===== config.mk =====
export PLATFORM = sky130hd
export DESIGN_NAME = optimization_language_lexer
export DESIGN_NICKNAME = d
export VERILOG_FILES = /design/src/rtl/oll_pkg.sv /design/src/rtl/optimization_language_lexer.sv
export SDC_FILE = /design/constraint.sdc
export NUM_CORES = 1
export LEC_CHECK = 0
export ABC_AREA = 1
export BUFFER_PORTS_ARGS = -buffer_cell sky130_fd_sc_hd__buf_2
export CORE_AREA = 2 2 195 159
export DETAILED_ROUTE_END_ITERATION = 7
export DIE_AREA = 0 0 197 161
export GPL_ROUTABILITY_DRIVEN = 0
export PLACE_DENSITY = 0.67
export SLEW_MARGIN = 20
export SYNTH_ARGS = -nofsm -noshare
export SYNTH_HDL_FRONTEND = slang
export SYNTH_SLANG_ARGS = --single-unit

===== constraint.sdc =====
create_clock -name clock -period 11.5 [get_ports clock]
set_input_delay 1.15 -clock clock [delete_from_list [all_inputs] [get_ports clock]]
set_output_delay 1.15 -clock clock [all_outputs]
set_load 0.02 [all_outputs]

===== src/rtl/oll_pkg.sv =====
// ---------------------------------------------------------------------------
// Lexer package
// Token codes, keyword spellings, the token record and the character-class
// helpers shared by the lexer.
// ---------------------------------------------------------------------------
package oll_pkg;

   localparam int KW_MAX_LEN = 8;   // longest keyword that is compared
   localparam int WLEN_BITS  = 4;   // stored length, KW_MAX_LEN + 1 means too long
   localparam int WIDX_BITS  = 3;   // index into the word buffer
   localparam int KIND_BITS  = 5;
   localparam int OPOS_BITS  = 16;  // width of the positions on the result port
   localparam int KW_COUNT   = 13;

   // Token kinds.
   localparam logic [KIND_BITS-1:0] KIND_COMMA  = 5'd0;
   localparam logic [KIND_BITS-1:0] KIND_SEMI   = 5'd1;
   localparam logic [KIND_BITS-1:0] KIND_LPAREN = 5'd2;
   localparam logic [KIND_BITS-1:0] KIND_RPAREN = 5'd3;
   localparam logic [KIND_BITS-1:0] KIND_LBRACE = 5'd4;
   localparam logic [KIND_BITS-1:0] KIND_RBRACE = 5'd5;
   localparam logic [KIND_BITS-1:0] KIND_PLUS   = 5'd6;
   localparam logic [KIND_BITS-1:0] KIND_MINUS  = 5'd7;
   localparam logic [KIND_BITS-1:0] KIND_EQUAL  = 5'd8;
   localparam logic [KIND_BITS-1:0] KIND_COLON  = 5'd9;
   localparam logic [KIND_BITS-1:0] KIND_STAR   = 5'd10;
   localparam logic [KIND_BITS-1:0] KIND_SLASH  = 5'd11;
   localparam logic [KIND_BITS-1:0] KIND_LT     = 5'd12;
   localparam logic [KIND_BITS-1:0] KIND_LE     = 5'd13;
   localparam logic [KIND_BITS-1:0] KIND_GT     = 5'd14;
   localparam logic [KIND_BITS-1:0] KIND_GE     = 5'd15;
   localparam logic [KIND_BITS-1:0] KIND_NUM    = 5'd16;
   localparam logic [KIND_BITS-1:0] KIND_IDENT  = 5'd17;
   localparam logic [KIND_BITS-1:0] KIND_END    = 5'd29;
   localparam logic [KIND_BITS-1:0] KIND_ERR    = 5'd30;

   // Keyword spellings, right aligned: the first character of a spelling of
   // length n sits in bits [8n-1 -: 8].
   localparam logic [63:0] KW_TEXT [KW_COUNT] = '{
      64'("var"), 64'("maximize"), 64'("maximise"), 64'("minimize"),
      64'("minimise"), 64'("subject"), 64'("to"), 64'("and"), 64'("or"),
      64'("nat"), 64'("int"), 64'("real"), 64'("img")
   };
   localparam logic [WLEN_BITS-1:0] KW_LEN [KW_COUNT] = '{
      4'd3, 4'd8, 4'd8, 4'd8, 4'd8, 4'd7, 4'd2, 4'd3, 4'd2, 4'd3, 4'd3, 4'd4, 4'd3
   };
   localparam logic [KIND_BITS-1:0] KW_KIND [KW_COUNT] = '{
      5'd18, 5'd19, 5'd19, 5'd20, 5'd20, 5'd21, 5'd22, 5'd23, 5'd24, 5'd25,
      5'd26, 5'd27, 5'd28
   };

   typedef struct packed {
      logic [KIND_BITS-1:0] kind;
      logic [OPOS_BITS-1:0] start_pos;
      logic [OPOS_BITS-1:0] end_pos;
      logic                 last;
   } token_type;

   function automatic logic is_letter(input logic [7:0] c);
      return ((c >= "a") && (c <= "z")) || ((c >= "A") && (c <= "Z"));
   endfunction

   function automatic logic is_digit(input logic [7:0] c);
      return (c >= "0") && (c <= "9");
   endfunction

   function automatic logic is_space(input logic [7:0] c);
      return (c == " ") || (c == 8'h0A) || (c == 8'h09) || (c == 8'h0D);
   endfunction

   // Single-character punctuators; anything else is an error token.
   function automatic logic [KIND_BITS-1:0] punct_kind(input logic [7:0] c);
      logic [KIND_BITS-1:0] k;
      case (c)
         ",":     k = KIND_COMMA;
         ";":     k = KIND_SEMI;
         "(":     k = KIND_LPAREN;
         ")":     k = KIND_RPAREN;
         "{":     k = KIND_LBRACE;
         "}":     k = KIND_RBRACE;
         "+":     k = KIND_PLUS;
         "-":     k = KIND_MINUS;
         "=":     k = KIND_EQUAL;
         ":":     k = KIND_COLON;
         "*":     k = KIND_STAR;
         "/":     k = KIND_SLASH;
         default: k = KIND_ERR;
      endcase
      return k;
   endfunction

endpackage


===== src/rtl/optimization_language_lexer.sv =====
// ---------------------------------------------------------------------------
// Optimization language lexer
// Streaming tokenizer: one source byte or an end marker per request, zero to
// two tokens with kind and start/end positions per request.
// ---------------------------------------------------------------------------
//
//   Channel  Direction  Handshake             Contents
//   req      in         req_tvalid/tready     tdata = source byte, tlast = end of input
//   rsp      out        rsp_tvalid/tready     tdata = start, end; tuser = kind;
//                                             tlast = last token of its request
//
// A request is taken into an input register, decoded from there and its
// tokens land in a registered three-entry result queue. One request per
// cycle is sustained while each request yields at most one token and the
// result side takes every token; a request with two tokens leaves them one
// after the other through the single result port. Synchronous reset puts
// the scanner to idle with position zero; there is no clearing pass.
// Result-side stalls reach the request side only through the queue fill.
//
module optimization_language_lexer
   import oll_pkg::*;
#(
   parameter int POS_BITS = 16
) (
   input  logic        clock,
   input  logic        reset,
   input  logic        req_tvalid,
   output logic        req_tready,
   input  logic [7:0]  req_tdata,   // [7:0] ch
   input  logic        req_tlast,   // at_end
   output logic        rsp_tvalid,
   input  logic        rsp_tready,
   output logic [31:0] rsp_tdata,   // [15:0] token_start, [31:16] token_end
   output logic [4:0]  rsp_tuser,   // [4:0] token_kind
   output logic        rsp_tlast    // last_of_run
);

   localparam int EXT_BITS = (POS_BITS > OPOS_BITS) ? POS_BITS : OPOS_BITS + 1;
   localparam int Q_DEPTH  = 3;

   typedef enum logic [2:0] {
      MODE_IDLE, MODE_IDENT, MODE_INT, MODE_FRAC, MODE_LT, MODE_GT
   } mode_type;

   // Input register.
   logic       in_valid_ff, in_valid_in;
   logic [7:0] in_char_ff;
   logic       in_end_ff;

   // Scanner state.
   mode_type              mode_ff, mode_in;
   logic [POS_BITS-1:0]   pos_ff, pos_in;
   logic [POS_BITS-1:0]   begin_ff, begin_in;
   logic [WLEN_BITS-1:0]  wlen_ff, wlen_in;
   logic [7:0]            word_ff [KW_MAX_LEN];

   logic                  word_wr;
   logic [WIDX_BITS-1:0]  word_idx;
   logic [POS_BITS-1:0]   pos_nx;
   logic [KIND_BITS-1:0]  kw_kind;
   logic                  fl_pending;
   logic [KIND_BITS-1:0]  fl_kind;
   logic                  fl_v, ot_v, handled;
   token_type             fl_tok, ot_tok, tok0, tok1;
   logic [1:0]            tok_cnt;

   // Result queue, head in entry zero.
   token_type  q_ff [Q_DEPTH];
   token_type  q_in [Q_DEPTH];
   token_type  q_sh [Q_DEPTH];
   logic [1:0] cnt_ff, cnt_in, cnt_mid;
   logic       pop, fire;

   function automatic logic [OPOS_BITS-1:0] clamp_pos(input logic [POS_BITS-1:0] p);
      logic [EXT_BITS-1:0] pe;
      pe = EXT_BITS'(p);
      if (pe > EXT_BITS'({OPOS_BITS{1'b1}})) begin
         return {OPOS_BITS{1'b1}};
      end
      return pe[OPOS_BITS-1:0];
   endfunction

   // The decode stage runs only when the queue can take two tokens.
   assign fire        = in_valid_ff && (cnt_ff <= 2'd1);
   assign req_tready  = !in_valid_ff || fire;
   assign in_valid_in = (req_tvalid && req_tready) || (in_valid_ff && !fire);

   always_ff @(posedge clock) begin
      if (reset) begin
         in_valid_ff <= 1'b0;
      end else begin
         in_valid_ff <= in_valid_in;
      end
      if (req_tvalid && req_tready) begin
         in_char_ff <= req_tdata;
         in_end_ff  <= req_tlast;
      end
   end

   // Keyword lookup: every spelling is compared in parallel against the
   // stored characters; the length must match exactly.
   always_comb begin
      logic ok;
      kw_kind = KIND_IDENT;
      for (int i = KW_COUNT - 1; i >= 0; i--) begin
         ok = (wlen_ff == KW_LEN[i]);
         for (int j = 0; j < KW_MAX_LEN; j++) begin
            if (j < int'(KW_LEN[i])) begin
               ok = ok && (word_ff[j] == KW_TEXT[i][8*(int'(KW_LEN[i])-1-j) +: 8]);
            end
         end
         if (ok) begin
            kw_kind = KW_KIND[i];
         end
      end
   end

   // Kind of the pending multi-character token, if any.
   always_comb begin
      fl_pending = 1'b1;
      case (mode_ff)
         MODE_IDENT: fl_kind = kw_kind;
         MODE_INT:   fl_kind = KIND_NUM;
         MODE_FRAC:  fl_kind = KIND_NUM;
         MODE_LT:    fl_kind = KIND_LT;
         MODE_GT:    fl_kind = KIND_GT;
         default: begin
            fl_kind    = KIND_NUM;
            fl_pending = 1'b0;
         end
      endcase
   end

   assign pos_nx = (pos_ff == {POS_BITS{1'b1}}) ? pos_ff : pos_ff + 1'b1;

   // Scanner decode. The flushed token, when there is one, always comes first.
   always_comb begin
      mode_in  = mode_ff;
      pos_in   = pos_ff;
      begin_in = begin_ff;
      wlen_in  = wlen_ff;
      word_wr  = 1'b0;
      word_idx = wlen_ff[WIDX_BITS-1:0];
      handled  = 1'b0;
      fl_v     = 1'b0;
      ot_v     = 1'b0;
      fl_tok   = '{kind: fl_kind, start_pos: clamp_pos(begin_ff),
                   end_pos: clamp_pos(pos_ff), last: 1'b0};
      ot_tok   = '{kind: KIND_ERR, start_pos: clamp_pos(pos_ff),
                   end_pos: clamp_pos(pos_nx), last: 1'b0};

      if (in_end_ff) begin
         fl_v           = fl_pending;
         ot_v           = 1'b1;
         ot_tok.kind    = KIND_END;
         ot_tok.end_pos = clamp_pos(pos_ff);
         mode_in        = MODE_IDLE;
         pos_in         = '0;
         begin_in       = '0;
         wlen_in        = '0;
      end else begin
         case (mode_ff)
            MODE_IDENT: begin
               if (is_letter(in_char_ff) || is_digit(in_char_ff) ||
                   (in_char_ff == "_") || (in_char_ff == "'")) begin
                  handled = 1'b1;
                  if (wlen_ff < WLEN_BITS'(KW_MAX_LEN)) begin
                     word_wr = 1'b1;
                     wlen_in = wlen_ff + 1'b1;
                  end else begin
                     wlen_in = WLEN_BITS'(KW_MAX_LEN + 1);
                  end
               end
            end
            MODE_INT: begin
               if (is_digit(in_char_ff) || (in_char_ff == "_")) begin
                  handled = 1'b1;
               end else if (in_char_ff == ".") begin
                  handled = 1'b1;
                  mode_in = MODE_FRAC;
               end
            end
            MODE_FRAC: begin
               if (is_digit(in_char_ff)) begin
                  handled = 1'b1;
               end
            end
            MODE_LT, MODE_GT: begin
               if (in_char_ff == "=") begin
                  handled          = 1'b1;
                  ot_v             = 1'b1;
                  ot_tok.kind      = (mode_ff == MODE_LT) ? KIND_LE : KIND_GE;
                  ot_tok.start_pos = clamp_pos(begin_ff);
                  mode_in          = MODE_IDLE;
               end
            end
            default: begin
            end
         endcase

         // A character that cannot continue the pending token closes it and
         // is then scanned as if the lexer were idle.
         if (!handled) begin
            fl_v    = fl_pending;
            mode_in = MODE_IDLE;
            if (is_space(in_char_ff)) begin
               mode_in = MODE_IDLE;
            end else if (is_letter(in_char_ff)) begin
               mode_in  = MODE_IDENT;
               begin_in = pos_ff;
               word_wr  = 1'b1;
               word_idx = '0;
               wlen_in  = WLEN_BITS'(1);
            end else if (is_digit(in_char_ff)) begin
               mode_in  = MODE_INT;
               begin_in = pos_ff;
            end else if (in_char_ff == "<") begin
               mode_in  = MODE_LT;
               begin_in = pos_ff;
            end else if (in_char_ff == ">") begin
               mode_in  = MODE_GT;
               begin_in = pos_ff;
            end else begin
               ot_v        = 1'b1;
               ot_tok.kind = punct_kind(in_char_ff);
            end
         end
         pos_in = pos_nx;
      end
   end

   // Pack the tokens of this request and mark the final one.
   always_comb begin
      tok_cnt = 2'(fl_v) + 2'(ot_v);
      tok0    = fl_v ? fl_tok : ot_tok;
      tok1    = ot_tok;
      if (tok_cnt == 2'd2) begin
         tok1.last = 1'b1;
      end else begin
         tok0.last = 1'b1;
      end
   end

   always_ff @(posedge clock) begin
      if (reset) begin
         mode_ff  <= MODE_IDLE;
         pos_ff   <= '0;
         begin_ff <= '0;
         wlen_ff  <= '0;
      end else if (fire) begin
         mode_ff  <= mode_in;
         pos_ff   <= pos_in;
         begin_ff <= begin_in;
         wlen_ff  <= wlen_in;
      end
   end

   // Word buffer: holds the leading characters of the identifier in progress.
   always_ff @(posedge clock) begin
      if (fire && word_wr) begin
         word_ff[word_idx] <= in_char_ff;
      end
   end

   // Result queue: shift on pop, then append the new tokens behind the rest.
   always_comb begin
      pop     = (cnt_ff != 2'd0) && rsp_tready;
      cnt_mid = cnt_ff - 2'(pop);
      for (int i = 0; i < Q_DEPTH - 1; i++) begin
         q_sh[i] = pop ? q_ff[i+1] : q_ff[i];
      end
      q_sh[Q_DEPTH-1] = q_ff[Q_DEPTH-1];
      q_in   = q_sh;
      cnt_in = cnt_mid;
      if (fire) begin
         cnt_in = cnt_mid + tok_cnt;
         for (int i = 0; i < Q_DEPTH; i++) begin
            if ((tok_cnt != 2'd0) && (2'(i) == cnt_mid)) begin
               q_in[i] = tok0;
            end
            if ((tok_cnt == 2'd2) && (2'(i) == cnt_mid + 2'd1)) begin
               q_in[i] = tok1;
            end
         end
      end
   end

   always_ff @(posedge clock) begin
      if (reset) begin
         cnt_ff <= '0;
      end else begin
         cnt_ff <= cnt_in;
      end
      q_ff <= q_in;
   end

   assign rsp_tvalid = (cnt_ff != 2'd0);
   assign rsp_tdata  = {q_ff[0].end_pos, q_ff[0].start_pos};
   assign rsp_tuser  = q_ff[0].kind;
   assign rsp_tlast  = q_ff[0].last;

`ifndef SYNTH
   // The pending token never starts after the current position.
   a_begin_le_pos : assert property (@(posedge clock) disable iff (reset)
      begin_ff <= pos_ff)
      else $error("token start ahead of position");

   // The stored word length never goes past the too-long marker.
   a_wlen_range : assert property (@(posedge clock) disable iff (reset)
      wlen_ff <= WLEN_BITS'(KW_MAX_LEN + 1))
      else $error("word length out of range");

   // An end request always leaves at least its end token in the queue.
   a_end_token : assert property (@(posedge clock) disable iff (reset)
      fire && in_end_ff |=> cnt_ff != 2'd0)
      else $error("end request produced no token");

   // After an end request the scanner restarts at position zero.
   a_end_restart : assert property (@(posedge clock) disable iff (reset)
      fire && in_end_ff |=> pos_ff == '0 && mode_ff == MODE_IDLE)
      else $error("scanner not restarted after end");
`endif

endmodule


==> results.md <==
- Status: completed
- Post-synth EDFFs: 111
- CTS buffer count: 25
- Critical path launch point type: flop
- LEAKAGE: between 6 and 7 nW
- Final Skew: approximately 18 ps
- Initial drt markers: 1373
- Share of cells above drive strength 1: 8.25%
- Worst r2r src: in_char_ff[0]
- Hold path start: begin_ff[11]
- Cells on worst reg2reg path: 16
- Postcts setup bufs: 0
- Vias in the first global route: 11.2k
- Worst hold margin: about 470 ps
- Area contributors post-synth: edfxtp_1 (25%), dfxtp_1 (18%), nand2_1 (13%)
- Final period util: 42.2%
- Diode count: 0
- Layout Nets: 1821
- Reg2reg setup slack: 6650 ps
- Starting Density: 44.4%
- H-tree depth: 1
- CORE AREA: 29800 um^2
- Overall Global Routing Usage: a little under a quarter
- Max Root-Sink Buffers: 3
- Cell taking the most area after synthesis: edfxtp_1
- Setup-failing EPs final: 0
- Fin crit period: 4850 ps
- Routed WL: 37600 um
- Distinct cells, synth: 48
- Worst EP required: about 12000 ps
- Post-Syn Area: ~13000 um^2
- CTS resizes: 0
- Worst Hold Depth: 2
- Layout area overhead: 8.24%
- Post-Syn Area per Cell: 7.25 um^2
- Synth Register Bits: 229
- Number of cell rows: 57
- Maximum VDD drop: 0.179 mV
- Die ar.: around 32000 um^2
- Pre-antenna DRT Iters: 6
- Largest net degree at the start of global routing: a little under 80
- Async S/R FF share, synth: 0%
- RSZ-0062 raised after global routing: no
- DRC Markers: 0
- Crit end category: flop
- CTS tree: yes
- DR vias/cell: 5.54
- Slew headroom: ~34%
- Critical R2R Capture: rsp_tlast
- Critical path peak fanout: 48
- WS Path Type: flop to flop
- Root Driver: clkbuf_16
- Hold Fails Final Rpt: 0
- Tightest Pin Transition: about 980 ps
- Max_cap viols: 0
- Remaining global-route overflow: 0
- Setup TNS: 0 ps
- Prevailing post-synth register cell: dfxtp_1
- Hpwl dp: ~25000 um
- Final Core Density: 48.1%
- Seq/Total Area, Yosys: 43.0%
- Initial antenna violation count: 0
- WL/cell: roughly 17 um
- Max-slew violations: 0
- Worst-skew pair later-pin latency: between 500 and 600 ps
- Die width: 197 um
- Critical path data arrival time: 5250 ps
- Die height: approximately 160 um
- Top Ports: 53
- Clock transition at path regs: 60 ps
- # hold bufs at CTS: 0
- Fmax: 0.206 GHz
- PD cells: 243 nW/um^2
- Share of the synthesized area in the top cell type: 25.2%
- Vias: around 12k
- First-pass GRT wire length: 59600 um
- Ys Warns: 0
- Final ANT Viol Nets: 0
- Port Buf Inserts: 52
- Hold Path Sink: begin_ff[11]
- Worst hold path type: flop to flop
- Post-Syn Nets: 1848
- Num Clock Sinks: 229
- Gate Count Post-Synth: about 1.8k
[critical path, cell delays in order (launching register included)]
cell and delay [ps]:
edfxtp_1 710, nand2_1 240, nand2_1 110, nand2_1 70, nand3_2 120, nand2_1 80
inv_2 50, nand3_2 80, nand2_4 110, nand3_4 150, nand2_4 250, nand2_2 620
ha_1 560, nor3_4 200, clkinv_1 770, o221ai_1 450, o311ai_1 150
[how the worst max path moves through the flow]
stage | startpoint | endpoint | slack (ps) | cells after the start
floorplan | rsp_tready | q_ff[0] | 5960 | 15
global placement | rsp_tready | q_ff[18] | 6840 | 14
detailed placement | in_char_ff[0] | rsp_tlast | 6760 | 16
CTS | in_char_ff[0] | rsp_tlast | 6710 | 16
global route | in_char_ff[0] | rsp_tlast | 6170 | 16
finish | in_char_ff[0] | rsp_tlast | 6650 | 16
[metal layers]
metal  track usage, %  share of wire [%]  vias to the layer above  routed length, um
met5                0                  0                        -                  0
met1             36.1                 48                     5623              18100
met3             3.93                9.4                       48               3520
li1                 -                  -                     5996                  -
met2             34.0                 41                      525              15300
met4             5.16                1.9                        0                715
[cell usage after synthesis, types with 9 or more instances]
library cell and count:
o21ai_1 22, mux2i_1 45, clkbuf_1 62, dfxtp_1 118, a21oi_1 148, edfxtp_1 111
inv_1 185, nand3_1 114, o211ai_1 9, o22ai_1 23, a21o_1 10, inv_2 9
buf_4 38, ha_1 9, nor3_1 21, nor2_1 195, buf_1 11, o21ai_0 143
nand4_1 28, nand2_1 444, a31oi_1 16
[sequential cells by signal, summed over array words and instances, names as in the netlist, 2 cells and up]
name,cells
in_char_ff,8
cnt_ff,2
begin_ff,16
wlen_ff,4
q_ff,76
rsp_tuser,5
word_ff,64
rsp_tdata,32
mode_ff,3
pos_ff,16
[where the power goes]
part           internal, mW  total, mW  switching (mW)  leakage (nW)
sequential             1.05       1.16           0.107          1.99
combinational         0.485       1.50            1.02          3.95
clock                 0.456      0.812           0.356         0.407
total                  2.00       3.48            1.48          6.35
[kinds of logic (layout without fill, tap and decap cells)]
| logic type | Yosys count | in the layout | synth area share, % |
|---|---|---|---|
| AND/OR/NAND/NOR | 834 | 834 | 26.4 |
| AO/OA/AOI/OAI | 389 | 389 | 15.9 |
| XOR/XNOR | 2 | 2 | 0.132 |
| adder cells (fa/ha/maj) | 9 | 9 | 0.850 |
| multiplexers | 45 | 45 | 3.40 |
| buffers and inverters | 318 | 310 | 10.3 |
| flip-flops | 229 | 229 | 43.0 |
[metrics by stage]
stage | instance area [um^2] | std cells | total power, mW | setup slack [ps]
2_1_floorplan | 13200 | 1826 | 2.34 | 5960
3_3_place_gp | 13500 | 2155 | 2.61 | 6840
6_report | 14300 | 2201 | 3.48 | 6650
4_1_cts | 14300 | 2201 | 3.47 | 6710
5_1_grt | 14300 | 2201 | 3.72 | 6170
3_5_place_dp | 13500 | 2155 | 2.65 | 6760
[placed cells by master, fill, tap and decap left out, types with 26 or more instances in the layout]
| cell | count |
|---|---|
| a21oi_1 | 146 |
| clkbuf_16 | 26 |
| nand4_1 | 28 |
| o21ai_0 | 143 |
| nand3_1 | 114 |
| mux2i_1 | 45 |
| nor2_1 | 193 |
| edfxtp_1 | 111 |
| inv_1 | 184 |
| buf_2 | 52 |
| dfxtp_1 | 118 |
| nand2_1 | 443 |
[layout make-up]
type                       count  area [um^2]
sequential                   229         5700
clock buffer                  31          689
fill                        2941        15500
multi-input combinational   1279         6210
inverter                     196          737
tap                          383          479
timing repair buffer          68          380
clock inverter                15          140
(Power assumes the default switching activity.)
